===== src/rtl/core/dnld_pkg.sv =====
// ----------------------------------------------------------------------------
// dnld_pkg
// Shared types and constants for the DNS name label decoder.
// ----------------------------------------------------------------------------
package dnld_pkg;

    localparam int unsigned ByteW = 8;
    localparam int unsigned KindW = 2;

    localparam logic [ByteW-1:0] CharUpperA = 8'h41;  // 'A'
    localparam logic [ByteW-1:0] CharUpperZ = 8'h5A;  // 'Z'
    localparam logic [ByteW-1:0] CharDot    = 8'h2E;  // '.'
    localparam logic [ByteW-1:0] CaseOffset = 8'h20;  // 'a' - 'A'

    typedef enum logic [KindW-1:0] {
        KIND_CHAR  = 2'd0,
        KIND_END   = 2'd1,
        KIND_ERROR = 2'd2
    } dnld_kind_t;

    // one registered input byte
    typedef struct packed {
        logic             valid;
        logic [ByteW-1:0] data;
    } dnld_item_t;

    // decoded result of one input byte
    typedef struct packed {
        logic             valid;
        logic [ByteW-1:0] ch;
        dnld_kind_t       kind;
        logic [ByteW-1:0] len;
    } dnld_result_t;

endpackage


===== src/rtl/core/dnld_in_reg.sv =====
// ----------------------------------------------------------------------------
// dnld_in_reg
// Input register stage: holds one accepted name byte until it is decoded.
// ----------------------------------------------------------------------------
module dnld_in_reg
    import dnld_pkg::*;
(
    input  logic             clk,
    input  logic             rst_n,
    input  logic             in_valid,
    output logic             in_ready,
    input  logic [ByteW-1:0] in_data,
    input  logic             take,      // decode stage consumes the held byte
    output dnld_item_t       item
);

    logic             valid_reg;
    logic             valid_next;
    logic [ByteW-1:0] data_reg;

    assign in_ready = !valid_reg || take;

    always_comb
    begin
        valid_next = valid_reg;
        if (in_valid && in_ready)
        begin
            valid_next = 1'b1;
        end
        else if (take)
        begin
            valid_next = 1'b0;
        end
    end

    always_ff @(posedge clk or negedge rst_n)
    begin
        if (!rst_n)
        begin
            valid_reg <= 1'b0;
        end
        else
        begin
            valid_reg <= valid_next;
        end
    end

    always_ff @(posedge clk)
    begin
        if (in_valid && in_ready)
        begin
            data_reg <= in_data;
        end
    end

    assign item.valid = valid_reg;
    assign item.data  = data_reg;

endmodule


===== src/rtl/core/dnld_decode.sv =====
// ----------------------------------------------------------------------------
// dnld_decode
// Label parser: name state registers plus the per-byte decode logic.
// ----------------------------------------------------------------------------
module dnld_decode
    import dnld_pkg::*;
#(
    parameter int unsigned MAX_PATH = 64
)
(
    input  logic         clk,
    input  logic         rst_n,
    input  dnld_item_t   item,
    input  logic         step,     // item is consumed this cycle
    output dnld_result_t res
);

    localparam logic [ByteW:0] MaxPathW = (ByteW+1)'(MAX_PATH);

    logic             in_label_reg;
    logic             in_label_next;
    logic [ByteW-1:0] remain_reg;
    logic [ByteW-1:0] remain_next;
    logic [ByteW-1:0] total_reg;
    logic [ByteW-1:0] total_next;

    logic [ByteW-1:0] folded;
    logic [ByteW:0]   sum;
    logic             overflow;
    logic [ByteW-1:0] total_inc;

    assign folded    = (item.data >= CharUpperA && item.data <= CharUpperZ)
                       ? item.data + CaseOffset : item.data;
    assign sum       = {1'b0, total_reg} + {1'b0, item.data};
    assign overflow  = (sum >= MaxPathW);
    assign total_inc = total_reg + 8'd1;

    always_comb
    begin
        in_label_next = in_label_reg;
        remain_next   = remain_reg;
        total_next    = total_reg;
        res.valid     = 1'b0;
        res.ch        = '0;
        res.kind      = KIND_CHAR;
        res.len       = '0;
        priority if (in_label_reg)
        begin
            // label character
            total_next    = total_inc;
            remain_next   = remain_reg - 8'd1;
            in_label_next = (remain_reg != 8'd1);
            res.valid     = item.valid;
            res.ch        = folded;
            res.len       = total_inc;
        end
        else if (item.data == '0)
        begin
            // end of name
            in_label_next = 1'b0;
            remain_next   = '0;
            total_next    = '0;
            res.valid     = item.valid;
            res.kind      = KIND_END;
            res.len       = total_reg;
        end
        else if (overflow)
        begin
            in_label_next = 1'b0;
            remain_next   = '0;
            total_next    = '0;
            res.valid     = item.valid;
            res.kind      = KIND_ERROR;
        end
        else
        begin
            // new label; separator dot ahead of all but the first
            in_label_next = 1'b1;
            remain_next   = item.data;
            if (total_reg != '0)
            begin
                total_next = total_inc;
                res.valid  = item.valid;
                res.ch     = CharDot;
                res.len    = total_inc;
            end
        end
    end

    always_ff @(posedge clk or negedge rst_n)
    begin
        if (!rst_n)
        begin
            in_label_reg <= 1'b0;
            remain_reg   <= '0;
            total_reg    <= '0;
        end
        else if (step)
        begin
            in_label_reg <= in_label_next;
            remain_reg   <= remain_next;
            total_reg    <= total_next;
        end
    end

endmodule


===== src/rtl/core/dnld_out_reg.sv =====
// ----------------------------------------------------------------------------
// dnld_out_reg
// Result register: holds one decoded result until the sink takes it.
// ----------------------------------------------------------------------------
module dnld_out_reg
    import dnld_pkg::*;
(
    input  logic             clk,
    input  logic             rst_n,
    input  dnld_result_t     res,
    input  logic             load,
    output logic             busy,      // holds a result the sink has not taken
    output logic             out_valid,
    input  logic             out_ready,
    output logic [2*ByteW-1:0] out_data,
    output logic [KindW-1:0] out_user
);

    logic         valid_reg;
    logic         valid_next;
    dnld_result_t res_reg;

    assign busy = valid_reg && !out_ready;

    always_comb
    begin
        valid_next = valid_reg;
        if (load)
        begin
            valid_next = 1'b1;
        end
        else if (out_ready)
        begin
            valid_next = 1'b0;
        end
    end

    always_ff @(posedge clk or negedge rst_n)
    begin
        if (!rst_n)
        begin
            valid_reg <= 1'b0;
        end
        else
        begin
            valid_reg <= valid_next;
        end
    end

    always_ff @(posedge clk)
    begin
        if (load)
        begin
            res_reg <= res;
        end
    end

    assign out_valid = valid_reg;
    assign out_data  = {res_reg.len, res_reg.ch};
    assign out_user  = res_reg.kind;

endmodule


===== src/rtl/core/dns_name_label_decoder.sv =====
// Path: each input byte passes the input register, then its result the result register.
// Throughput: one name byte per cycle unless a byte with a result waits on a stalled sink;
//   a byte that yields no result (first label length) still passes the decode stage.
// Reset: rst_n is asynchronous, active low; it empties both register stages
//   and returns the parser to "expecting a length byte" with zero length.
// ----------------------------------------------------------------------------
// dns_name_label_decoder
// Decodes length-prefixed DNS name labels into a lower-cased dotted stream.
// ----------------------------------------------------------------------------
module dns_name_label_decoder
    import dnld_pkg::*;
#(
    parameter int unsigned MAX_PATH = 64   // dotted length limit, 8..255
)
(
    input  logic                 clk,
    input  logic                 rst_n,
    // slave side: encoded name bytes
    input  logic                 s_axis_tvalid,
    output logic                 s_axis_tready,
    input  logic [ByteW-1:0]     s_axis_tdata,   // [7:0] name_byte
    // master side: decoded results
    output logic                 m_axis_tvalid,
    input  logic                 m_axis_tready,
    output logic [2*ByteW-1:0]   m_axis_tdata,   // [7:0] out_char, [15:8] name_length
    output logic [KindW-1:0]     m_axis_tuser    // [1:0] result_kind
);

    // Pipeline: input register -> decode logic + name state -> result register.
    // The decode stage advances whenever its byte yields no result or the
    // result register can take a new value (empty, or draining this cycle).
    // A silent byte moves on even while the sink stalls; a byte with a
    // result waits, and the input register stays full until it moves.

    dnld_item_t   item;
    dnld_result_t res;
    logic         out_busy;
    logic         step;

    assign step = item.valid && (!res.valid || !out_busy);

    dnld_in_reg u_in_reg (
        .clk      (clk),
        .rst_n    (rst_n),
        .in_valid (s_axis_tvalid),
        .in_ready (s_axis_tready),
        .in_data  (s_axis_tdata),
        .take     (step),
        .item     (item)
    );

    // State only moves on step, so a byte waiting on a full result register
    // is decoded again against unchanged state next cycle.
    dnld_decode #(
        .MAX_PATH (MAX_PATH)
    ) u_decode (
        .clk   (clk),
        .rst_n (rst_n),
        .item  (item),
        .step  (step),
        .res   (res)
    );

    dnld_out_reg u_out_reg (
        .clk       (clk),
        .rst_n     (rst_n),
        .res       (res),
        .load      (step && res.valid),
        .busy      (out_busy),
        .out_valid (m_axis_tvalid),
        .out_ready (m_axis_tready),
        .out_data  (m_axis_tdata),
        .out_user  (m_axis_tuser)
    );

endmodule


===== config.mk =====
export PLATFORM = sky130hd
export DESIGN_NAME = dns_name_label_decoder
export DESIGN_NICKNAME = d
export VERILOG_FILES = /design/src/rtl/core/dnld_pkg.sv /design/src/rtl/core/dnld_in_reg.sv /design/src/rtl/core/dnld_decode.sv /design/src/rtl/core/dnld_out_reg.sv /design/src/rtl/core/dns_name_label_decoder.sv
export SDC_FILE = /design/constraint.sdc
export NUM_CORES = 1
export LEC_CHECK = 0
export BUFFER_PORTS_ARGS = -buffer_cell sky130_fd_sc_hd__clkbuf_2
export CAP_MARGIN = 20
export CORE_MARGIN = 1
export CORE_UTILIZATION = 50
export CTS_BUF_LIST = sky130_fd_sc_hd__clkbuf_8
export DETAILED_ROUTE_END_ITERATION = 7
export PLACE_DENSITY = 0.68
export REMOVE_ABC_BUFFERS = 1
export SKIP_LAST_GASP = 1
export SLEW_MARGIN = 20
export SYNTH_ARGS = -nofsm -noshare
export SYNTH_HDL_FRONTEND = slang
export SYNTH_SLANG_ARGS = --single-unit

===== constraint.sdc =====
create_clock -name clk -period 3.6 [get_ports clk]
set_input_delay 0.72 -clock clk [delete_from_list [all_inputs] [get_ports clk]]
set_output_delay 0.72 -clock clk [all_outputs]
set_load 0.05 [all_outputs]

# ---- After elaboration in Yosys (flattened, before gate mapping)
# Cells that the tools add are included.
dict set report totals {
  output_inout_bits 20
  inputBits 12
  regBits 45
  word_cells 62
}
dict set report op_classes {
  n_eq_ne 1
  magnitude_cmp 3
  add_sub_neg 4
  n_mux 26
  reduce_logical 18
}
# cell count
set op_table {}
lappend op_table {{8-bit 2-to-1 mux} 13}
lappend op_table {{9-bit 2-to-1 mux} 3}
lappend op_table {{8-bit by 8-bit adder with 9-bit output} 1}
lappend op_table {{9-bit by 7-bit >= comparator with 1-bit output, second input constant} 1}
lappend op_table {{1-bit 2-to-1 mux} 9}
lappend op_table {{8-bit by 1-bit adder with 8-bit output, second input constant} 1}
lappend op_table {{8-bit by 6-bit adder with 8-bit output, second input constant} 1}
lappend op_table {{8-bit by 7-bit >= comparator with 1-bit output, second input constant} 1}
lappend op_table {{8-bit by 7-bit <= comparator with 1-bit output, second input constant} 1}
lappend op_table {{8-bit logical NOT} 1}
lappend op_table {{8-bit by 1-bit inequality test with 1-bit output, second input constant} 1}
lappend op_table {{8-bit nonzero test} 1}
lappend op_table {{8-bit by 1-bit subtractor with 8-bit output, second input constant} 1}
lappend op_table {{1-bit logical AND} 5}
lappend op_table {{1-bit logical NOT} 4}
lappend op_table {{2-bit nonzero test} 2}
lappend op_table {{4-bit nonzero test} 1}
lappend op_table {{1-bit logical OR} 2}
lappend op_table {{2-bit 2-to-1 mux} 1}
lappend op_table {{2-bit AND reduction} 1}
lappend op_table {{2-bit OR reduction} 1}

# ---- Logic depth before layout (Yosys ltp)
# Gate-level depths: netlist (run 1).
dict set report logic_depth {
  ltp_word 11
  ltp_mapped 10
  ltp_nobuf 8
}

# ---- By module
# Synthesis (run 1) repeated with hierarchy kept, for this count alone.
dict set report hier_totals {
  cells_unflattened 235
  hier_area_um2 2588.7
}
# module area_per_inst_um2 cells_per_inst instances seq_area_each_um2
set modules_own_cells {}
lappend modules_own_cells {dnld_decode 1685.4 199 1 425.4}
lappend modules_own_cells {dnld_out_reg 585.6 21 1 565.5}
lappend modules_own_cells {dnld_in_reg 301.5 13 1 265.3}
lappend modules_own_cells {dns_name_label_decoder 16.3 2 1 0.0}

# ---- Worst setup path before layout (run 1)
# No wires, ideal clock.
dict set report synth_path {
  kind {register -> output}
  start {reg u_in_reg.data_reg[0]}
  end {out s_axis_tready}
  arrival_ps 2589
  slack_ps 291
  path_stages_with_launch 8
  t_required_ps 2880
  path_buffers 0
  path_cell_list {edfxtp_1 ha_1 fa_1 a211oi_1 nor4b_1 nor4_1 nand4_1 nand3_1}
}
dict set report synth_between {
  elab_chain_len 9
  elab_cells_between_ends 10
  classes_between {add/sub: 1; order compare: 1; mux: 3; reduce/logical: 5}
}
# element line
set synth_rtl {}
lappend synth_rtl {{start: declaration} dnld_in_reg.sv:19} ;# logic [ByteW-1:0] data_reg;
lappend synth_rtl {{start signal: assignment} dnld_in_reg.sv:52} ;# data_reg <= in_data;
lappend synth_rtl {{8-bit by 8-bit adder with 9-bit output} dnld_decode.sv:34} ;# assign sum = {1'b0, total_reg} + {1'b0, item.data};
lappend synth_rtl {{9-bit by 7-bit >= comparator with 1-bit output} dnld_decode.sv:35} ;# assign overflow = (sum >= MaxPathW);
lappend synth_rtl {{1-bit 2-to-1 mux} dnld_decode.sv:67} ;# else if (overflow)
lappend synth_rtl {{1-bit 2-to-1 mux *} dnld_decode.sv:57} ;# else if (item.data == '0)
lappend synth_rtl {{9-bit 2-to-1 mux *} dnld_decode.sv:47} ;# priority if (in_label_reg)
lappend synth_rtl {{1-bit logical NOT *} dns_name_label_decoder.sv:40} ;# assign step = item.valid && (!res.valid || !out_busy);
lappend synth_rtl {{1-bit logical OR *} dns_name_label_decoder.sv:40}
lappend synth_rtl {{1-bit logical AND *} dns_name_label_decoder.sv:40}
lappend synth_rtl {{1-bit logical OR *} dnld_in_reg.sv:21} ;# assign in_ready = !valid_reg || take;
lappend synth_rtl {{end: declaration} dns_name_label_decoder.sv:20} ;# output logic s_axis_tready,
# Every way passes the cells marked *; elsewhere a longest branch is shown, timed or not.

# ---- Worst setup path after layout (run 1)
# Same ends and word-level chain as after synthesis.

==> results.md, run 1 <==
* Width of the die at 72.4 um
* Critical-path cell list: ha_1, fa_1, a211oi_2, nor4b_1, nor4_1, nand4_1, nand3_1, clkbuf_4
* Power per cell area at 677 nW/um2
* Endpoint type of the worst setup path: primary output
* Final net count at 301
* Core area at 4750 um2
* Final setup violation count at 0
* Yosys Warn Count at 0
* Sequential area share after synthesis at 50.7%
* Total number of vias at 1964
* Most common cell after layout, fill and taps aside: clkbuf_2
* Period utilization at 96.2%
* CTS Root Cell: clkbuf_8
* Syn Inst Count at 236
* Async SR Flop Fraction at 42.2%
* Worst setup margin at 137 ps
* CP Class: reg2out
* Grt peak-use layer: met2
* CTS tree: yes
* Slew headroom at 54.7%
* Drt total wl at 5.27 mm
* Latest clock arrival within the worst-skew pair at 290 ps
* CTS Buffer Depth at 2
* Worst VDD drop at 0.321 mV
* Area of the die at 5240 um2
* Combinational share of power at 39.7%
* 1st-pass router iterations at 4
* Most frequent cells in the layout: clkbuf_2 (30), edfxtp_1 (26), nor2_1 (23)
* Pin count of the biggest net entering global routing at 20
* Routability Congestion at 1.02
* Sequential power share at 41.3%
* Syn Area/Cell at 10.5 um2
* Clk network pwr share at 19.0%
* Drt via density at 5.73
* Pre-CTS WS at 410 ps
* Clock sinks at 45
* R2R setup slack at 560 ps
* Met2 Use GR at 34.2%
* CP peak stage delay at 470 ps
* Tot Pwr at 0.00193 W
* # fillers at 423
* Layout cells sized above 1 at 19.2%
* Starting Density at 52.1%
* H-Tree Depth at 2
* NetSw at 0.000765 W
* Critical R2R Launch: u_in_reg.data_reg[0]
* Outcome: finished clean
* WP data arrival at 2740 ps
* Die height at 72.4 um
* Cell Area, Synth at 2480 um2
* Max_cap viols at 0
* Post-synth cell types at 45
* Initial antenna violation count at 0
* Critical path launch point: u_in_reg.data_reg[0]
* ANT cells at 0
* Final Hold Vio Count at 0
* Final cell count without fillers at 343
* Post-layout min period at 3460 ps
* Sw Ratio at 39.6%
* WL/cell at 15.4 um
* Max frequency at 289 MHz
* R2R cell count at 8
* Global-route wire length before repair at 8.95 mm
* Worst Tran Pin Value at 678 ps
* Num ports at 32
* Post-synth top flop: edfxtp_1
* Area grow syn2layout at 15.1%
* Max reg flops at 16
* Post-DP HPWL at 3.75 mm
* Cell at the slowest stage of the critical path: edfxtp_1
* Vias in the first global route at 1820
* Leakage at 1.25 nW
* Worst Hold Class: in2async
* Iteration-0 DRC Markers at 167
* Internal power at 0.00117 W
* CP Max Fanout at 5
* Synth Register Bits at 45
* Startpoint types: register
* Remaining global-route overflow at 0
* Final setup TNS at 0 ps
* GR Util All Layers at 22.5%
* Layout Skew at 13.4 ps
* Number of routed nets with antenna violations at 0
* Flip-flop and latch area at 1260 um2
* Multi-input logic area at 1130 um2
* WHS at 396 ps
* Worst-path clk slew at 90 ps
* DRC at 0
* Met3 Use GR at 3.33%
* Buffers added on ports at 31
* Total CTS buffers at 5
* Post-CTS Hold Fix Bufs at 0
* Dpl cells at 335
* # rows at 25
* Slew Limit Fails at 0
* Grt met1 use at 33.2%
* Critical R2R Capture: u_in_reg.data_reg[4]
* Number of flops mapped to enable cells by yosys at 26
* WP data required at 2880 ps
## Yosys cell counts (3+ instances only)
library cell	number	area, um2
a221o_1	5	50.1
a31oi_1	3	18.8
nand2b_1	6	37.5
a21oi_1	11	55.1
nand2_1	11	41.3
and3_1	7	43.8
nor2b_1	5	31.3
clkbuf_1	3	11.3
inv_1	13	48.8
edfxtp_1	26	781
nor4b_1	3	26.3
nor2_1	23	86.3
o21ai_0	16	80.1
or4_1	3	22.5
nand3_1	10	50.1
a22o_1	8	70.1
ha_1	13	163
a21o_1	6	45.0
nor3_1	11	55.1
dfrtp_1	19	475
## power by group through the flow
stage	registers (W)	logic, W	clock network, W
global placement	0.000801	0.000749	0
finish	0.000798	0.000766	0.000368
CTS	0.000796	0.000758	0.000375
detailed placement	0.000807	0.000756	0
global route	0.000819	0.000852	0.000392
floorplan	0.000955	0.000402	0
## repair_timing
| item | CTS | global route |
|---|---|---|
| gates resized for setup | 0 | 3 |
| setup buffers | 0 | 0 |
| endpoints found under the setup margin | 0 | 1 |
## routing by layer
metal / vias up / wire length, um
met2: 64 / 2400
met3: 4 / 311
li1: 958 / -
met4: 0 / 33
met5: - / 0
met1: 938 / 2530
## metrics by stage
step	util, %	instance area, um2
2_1_floorplan	-	2440
3_3_place_gp	57.6	2740
3_5_place_dp	57.6	2740
4_1_cts	59.8	2850
5_1_grt	60.0	2850
6_report	60.0	2850
## worst max-delay path by stage
stage	endpoint	slack [ps]
4_1_cts	s_axis_tready	70
6_report	s_axis_tready	140
5_1_grt	s_axis_tready	-1
3_3_place_gp	s_axis_tready	480
3_5_place_dp	s_axis_tready	410
2_1_floorplan	s_axis_tready	290
## critical path, delay by kind of cell, from the launching register on
kind,cells,cell delay [ps]
buffers and inverters,1,240
flip-flops,1,470
adder cells (fa/ha/maj),2,660
AND/OR/NAND/NOR,4,820
AO/OA/AOI/OAI,1,270
## area by class of cell
class	instances	share of cell area (%)
clock inverter	3	1.36
sequential	45	44.0
clock buffer	5	2.41
multi-input combinational	170	39.8
timing repair buffer	39	7.63
inverter	14	1.84
tap	67	2.94
## kinds of logic after synthesis
kind of cell	synth area share, %
AOI/OAI and AO/OA	18.1
xor gates and xnor gates	0.707
adders and majority gates	7.37
buffers and inverters	3.74
DFF	50.7
muxes	0.454
and+or+nand+nor	18.9
Note: power is estimated with default switching activity, not from simulation.
==> inputs of run 2 (changes only) <==
CTS_BUF_LIST = sky130_fd_sc_hd__clkbuf_4 sky130_fd_sc_hd__clkbuf_8   (was sky130_fd_sc_hd__clkbuf_8)
PLACE_DENSITY = 0.71   (was 0.68)
==> run 2 against run 1 <==
Fmax rose by 1.8%. Register-to-register slack lost 200 ps. Global-route usage up 0.73 points. Die area stayed put. Setup slack better by 60 ps. Clock skew fell by 6.3 ps. Cell count grew 1.2%. Cell area rose by 1.1%. First-iteration DRC count decreased by 4.8%. Sequential power increased by 3.4%. Critical path depth did not move. Critical path type unchanged.
==> results.md, run 2 (synthesis gave the netlist of run 1 again) <==
* Outcome: finished clean (unchanged)
* Final setup violation count at 0 (unchanged)
* CP peak stage delay at 450 ps (was 470 ps)
* CP Class: reg2out (unchanged)
* Sw Ratio at 40.0% (was 39.6%)
* Power per cell area at 674 nW/um2 (was 677 nW/um2)
* Die height at 72.4 um (unchanged)
* CP delay by family, top: simple AND/OR/NAND/NOR gates (unchanged)
* Latest clock arrival within the worst-skew pair at 300 ps (was 290 ps)
* Width of the die at 72.4 um (unchanged)
* CTS Root Cell: clkbuf_8 (unchanged)
* Iteration-0 DRC Markers at 159 (was 167)
* H-Tree Depth at 2 (unchanged)
* Max reg flops at 16 (unchanged)
* Clk network pwr share at 19.0% (about the same)
* Layout cells sized above 1 at 20.4% (was 19.2%)
* Area of the die at 5240 um2 (unchanged)
* Endpoint type of the worst setup path: primary output (unchanged)
* Critical-path cell list: ha_1, fa_1, a211oi_2, nor4b_1, nor4_1, nand4_1, nand3_1, buf_4 (was ha_1, fa_1, a211oi_2, nor4b_1, nor4_1, nand4_1, nand3_1, clkbuf_4)
* WP data required at 2880 ps (about the same)
* 1st-pass router iterations at 4 (unchanged)
* Startpoint types: register (unchanged)
* Dpl cells at 333 (was 335)
* CTS tree: yes (unchanged)
* Final cell count without fillers at 347 (was 343)
* Total CTS buffers at 5 (unchanged)
* DRC at 0 (unchanged)
* Buf/Inv on CP at 1 (unchanged)
* Most frequent cells in the layout: clkbuf_2 (30), edfxtp_1 (26), nor2_1 (23) (unchanged)
* Slew Limit Fails at 0 (unchanged)
* # fillers at 427 (was 423)
* Vias in the first global route at 1805 (was 1820)
* Max_cap viols at 0 (unchanged)
* Routability Congestion at 0.997 (was 1.02)
* WP depth at 8 (unchanged)
* Buffers added on ports at 31 (unchanged)
* Clock sinks at 45 (unchanged)
* Final net count at 305 (was 301)
* Max frequency at 294 MHz (was 289 MHz)
* Number of routed nets with antenna violations at 0 (unchanged)
* ANT cells at 0 (unchanged)
* Final setup TNS at 0 ps (unchanged)
* Total number of vias at 1974 (was 1964)
* Worst setup margin at 197 ps (was 137 ps)
* Drt total wl at 5.44 mm (was 5.27 mm)
* Global-route wire length before repair at 9.03 mm (was 8.95 mm)
* Drt via density at 5.69 (was 5.73)
* CP Max Fanout at 4 (was 5)
* GR Util All Layers at 23.2% (was 22.5%)
* WHS at 385 ps (was 396 ps)
* Pin count of the biggest net entering global routing at 20 (unchanged)
* Worst Tran Pin Value at 687 ps (was 678 ps)
* Combinational share of power at 38.5% (was 39.7%)
* Final Hold Vio Count at 0 (unchanged)
* Pre-CTS WS at 329 ps (was 410 ps)
* Starting Density at 52.1% (unchanged)
* Internal power at 0.00117 W (about the same)
* Post-DP HPWL at 3.76 mm (was 3.75 mm)
* Cell at the slowest stage of the critical path: edfxtp_1 (unchanged)
* Leakage at 1.26 nW (was 1.25 nW)
* CTS Buffer Depth at 2 (unchanged)
* Initial antenna violation count at 0 (unchanged)
* WL/cell at 15.7 um (was 15.4 um)
* Core area at 4750 um2 (unchanged)
* Area grow syn2layout at 16.4% (was 15.1%)
* Worst-path clk slew at 80 ps (was 90 ps)
* R2R cell count at 11 (was 8)
* Worst VDD drop at 0.352 mV (was 0.321 mV)
* Final Util at 60.7% (was 60.0%)
* Post-layout min period at 3400 ps (was 3460 ps)
* Layout Skew at 7.03 ps (was 13.4 ps)
* Num ports at 32 (unchanged)
* NetSw at 0.000778 W (was 0.000765 W)
* Remaining global-route overflow at 0 (unchanged)
* # rows at 25 (unchanged)
* Sequential power share at 42.4% (was 41.3%)
* Slew headroom at 54.2% (was 54.7%)
* WP data arrival at 2680 ps (was 2740 ps)
* Worst Hold Class: in2async (unchanged)
* Most common cell after layout, fill and taps aside: clkbuf_2 (unchanged)
* Period utilization at 94.5% (was 96.2%)
[run 2: cell count changes in the layout (fill, tap and decap cells not counted), sizes merged]
cell | previous run | this run
buf | 8 | 13
clkbuf | 36 | 35
clkinvlp | 0 | 1
inv | 14 | 13
[run 2: power groups by stage]
stage	logic, W	clock network [W]	registers [W]
finish	0.000749	0.000370	0.000825
global route	0.000831	0.000401	0.000844
CTS	0.000734	0.000380	0.000822
detailed placement	0.000732	0	0.000832
global placement	0.000718	0	0.000825
floorplan	0.000402	0	0.000955
[run 2: path summary, 6_finish.rpt]
kind	start	endpoint	slack, ps
min in group clk	u_decode.remain_reg[1]	u_decode.remain_reg[1]	570
worst max-delay path	u_in_reg.data_reg[0]	s_axis_tready	200
worst max register to register	u_in_reg.data_reg[0]	u_out_reg.out_data[7]	360
max in group asynchronous	rst_n	u_decode.remain_reg[6]	2850
worst min-delay path	rst_n	u_in_reg.valid_reg	390
worst min register to register	u_decode.remain_reg[1]	u_decode.remain_reg[1]	570
[run 2: metrics by stage]
stage / power (W) / cell area, um2
2_1_floorplan: 0.00136 / 2440
4_1_cts: 0.00194 / 2840
6_report: 0.00194 / 2890
5_1_grt: 0.00208 / 2890
3_3_place_gp: 0.00154 / 2720
3_5_place_dp: 0.00156 / 2720
[run 2: layout make-up]
cell class / count / area [um2] / area share [%]
clock inverter: 3 / 41.3 / 1.43
sequential: 45 / 1260 / 43.5
clock buffer: 5 / 68.8 / 2.39
inverter: 14 / 52.6 / 1.82
tap: 67 / 83.8 / 2.91
multi-input combinational: 170 / 1130 / 39.3
timing repair buffer: 43 / 248 / 8.59
[run 2: layer usage]
| metal | global-route usage, % | up-vias | part of all wire (%) | wire length, um |
|---|---|---|---|---|
| li1 | - | 966 | - | - |
| met1 | 33.7 | 931 | 47 | 2550 |
| met2 | 34.1 | 69 | 46 | 2490 |
| met3 | 4.44 | 8 | 5.5 | 298 |
| met4 | 9.80 | 0 | 1.7 | 93 |
| met5 | 0 | - | 0 | 0 |
[run 2: timing repair]
| item | CTS | global route |
|---|---|---|
| setup buffers | 0 | 6 |
| pin swaps | 0 | 3 |
| setup endpoints to repair | 1 | 1 |
| hold buffers | 0 | 0 |
| gates resized for setup | 1 | 2 |
[run 2: worst reg2reg max path: cells and delay by family, from the launching register on]
kind | cells | cell delay (ps)
adders and majority gates | 2 | 640
DFF | 1 | 450
buffers and inverters | 4 | 750
and+or+nand+nor | 4 | 780
AOI/OAI and AO/OA | 1 | 280
==> inputs of run 3 (changes only) <==
RECOVER_POWER = 25   (was unset)
==> run 3 against run 2 <==
Non-clock buffer count is the same. Sequential power about the same. Register-to-register slack hardly changed. Sequential cell count unchanged. Setup slack is the same. Count of clock-buffer cells in the layout unchanged. Die area stayed put. Worst hold slack improved by 180 ps. Cell area hardly changed. Critical path depth did not move.
==> results.md, run 3 (synthesis gave the netlist of run 1 again) <==
* Combinational share of power at 38.5% (about the same)
* Max reg flops at 16 (unchanged)
* Area of the die at 5240 um2 (unchanged)
* Final Hold Vio Count at 0 (unchanged)
* CTS Root Cell: clkbuf_8 (unchanged)
* Worst-path clk slew at 70 ps (was 80 ps)
* Slew headroom at 23.3% (was 54.2%)
* Design area at 2880 um2 (was 2890 um2)
* Clock sinks at 45 (unchanged)
* Iteration-0 DRC Markers at 159 (unchanged)
* Post-DP HPWL at 3.76 mm (unchanged)
* Post-CTS Hold Fix Bufs at 0 (unchanged)
* Max_cap viols at 0 (unchanged)
* WP data required at 2880 ps (about the same)
* Layout Skew at 7.03 ps (unchanged)
* NetSw at 0.000778 W (about the same)
* Period utilization at 94.5% (unchanged)
* Internal power at 0.00117 W (about the same)
* Total number of vias at 1974 (unchanged)
* Vias in the first global route at 1805 (unchanged)
* Worst VDD drop at 0.352 mV (about the same)
* Die height at 72.4 um (unchanged)
* Post-layout min period at 3400 ps (unchanged)
* Crit path to: s_axis_tready (unchanged)
* H-Tree Depth at 2 (unchanged)
* CTS tree: yes (unchanged)
* CP Class: reg2out (unchanged)
* Final setup violation count at 0 (unchanged)
* Routability Congestion at 0.997 (unchanged)
* Slew Limit Fails at 0 (unchanged)
* Sw Ratio at 40.0% (about the same)
* GR Util All Layers at 23.2% (unchanged)
* DRC at 0 (unchanged)
* Worst Hold Class: reg2reg (was in2async)
* Flip-flop and latch area at 1260 um2 (unchanged)
* Number of routed nets with antenna violations at 0 (unchanged)
* Remaining global-route overflow at 0 (unchanged)
* Starting Density at 52.1% (unchanged)
* Leakage at 1.25 nW (was 1.26 nW)
* Max frequency at 294 MHz (unchanged)
* Sequential power share at 42.4% (about the same)
* Final cell count without fillers at 347 (unchanged)
* Core area at 4750 um2 (unchanged)
* Power per cell area at 674 nW/um2 (about the same)
* Most common cell after layout, fill and taps aside: clkbuf_2 (unchanged)
* Multi-input logic area at 1130 um2 (unchanged)
* Drt via density at 5.69 (unchanged)
* Dpl cell area at 2720 um2 (unchanged)
* CP Max Fanout at 4 (unchanged)
* Final Util at 60.7% (about the same)
* Latest clock arrival within the worst-skew pair at 300 ps (about the same)
* Endpoint type of the worst setup path: primary output (unchanged)
* Clk network pwr share at 19.0% (about the same)
* Total CTS buffers at 5 (unchanged)
* ANT cells at 0 (unchanged)
* Critical R2R Launch: u_in_reg.data_reg[0] (unchanged)
* Drt total wl at 5.44 mm (about the same)
* 1st-pass router iterations at 4 (unchanged)
* Startpoint types: register (unchanged)
* Area grow syn2layout at 16.4% (about the same)
* R2R setup slack at 360 ps (about the same)
* Global-route wire length before repair at 9.03 mm (unchanged)
* CTS Buffer Depth at 2 (unchanged)
* WP data arrival at 2680 ps (about the same)
* Initial antenna violation count at 0 (unchanged)
* # rows at 25 (unchanged)
* R2R cell count at 11 (unchanged)
* Layout cells sized above 1 at 20.0% (was 20.4%)
* # fillers at 428 (was 427)
* Dpl cells at 333 (unchanged)
* Final setup TNS at 0 ps (unchanged)
* Outcome: finished clean (unchanged)
* Pin count of the biggest net entering global routing at 20 (unchanged)
* Critical path launch point: u_in_reg.data_reg[0] (unchanged)
* Buffers added on ports at 31 (unchanged)
* Width of the die at 72.4 um (unchanged)
* WL/cell at 15.7 um (about the same)
* Most frequent cells in the layout: clkbuf_2 (29), edfxtp_1 (26), nor2_1 (23) (was clkbuf_2 (30), edfxtp_1 (26), nor2_1 (23))
* Worst Tran Pin Value at 1150 ps (was 687 ps)
* Num ports at 32 (unchanged)
* Final net count at 305 (unchanged)
* Critical R2R Capture: u_out_reg.out_data[7] (unchanged)
[run 3: routing by layer]
metal / routed length (um) / track usage [%] / vias up
met5: 0 / 0 / -
met4: 93 / 9.80 / 0
met3: 298 / 4.44 / 8
met2: 2490 / 34.1 / 69
met1: 2560 / 33.7 / 931
li1: - / - / 966
[run 3: worst min-delay path by stage]
stage                             end  cells past startpoint                   start  slack [ps]
5_1_grt          u_in_reg.data_reg[3]                      1         s_axis_tdata[3]         580
2_1_floorplan   u_decode.in_label_reg                      0                   rst_n         420
4_1_cts            u_in_reg.valid_reg                      1                   rst_n         400
6_report       u_decode.remain_reg[1]                      2  u_decode.remain_reg[1]         570
3_3_place_gp   u_decode.remain_reg[1]                      2  u_decode.remain_reg[1]         530
3_5_place_dp   u_decode.remain_reg[1]                      2  u_decode.remain_reg[1]         550
[run 3: stage by stage]
stage | power, W | hold slack (ps) | worst slack [ps]
floorplan | 0.00136 | 424 | 291
detailed placement | 0.00156 | 547 | 329
finish | 0.00194 | 566 | 197
global placement | 0.00154 | 529 | 468
CTS | 0.00194 | 399 | 31.3
global route | 0.00208 | 579 | -36.9
[run 3: what timing repair did]
| item | in CTS | in global routing |
|---|---|---|
| pin swaps | 0 | 3 |
| cloned | 0 | 0 |
| buffers inserted | 0 | 6 |
| setup endpoints to repair | 1 | 1 |
| gates resized for setup | 1 | 2 |
[run 3: power groups by stage]
stage | Clock, W | Combinational [W] | Sequential [W]
floorplan | 0 | 0.000402 | 0.000955
global placement | 0 | 0.000718 | 0.000825
detailed placement | 0 | 0.000732 | 0.000832
CTS | 0.000380 | 0.000734 | 0.000822
global route | 0.000401 | 0.000831 | 0.000844
finish | 0.000370 | 0.000749 | 0.000825
[run 3: area by class of cell]
class | count | share of cell area [%]
timing repair buffer | 43 | 8.55
sequential | 45 | 43.6
clock inverter | 3 | 1.43
tap | 67 | 2.91
multi-input combinational | 170 | 39.3
clock buffer | 5 | 2.39
inverter | 14 | 1.82
[run 3: critical path: stages (launching register included)]
cell and delay (ps):
edfxtp_1 450, ha_1 250, fa_1 390, a211oi_2 280
nor4b_1 90, nor4_1 410, nand4_1 180, nand3_1 140
buf_4 210
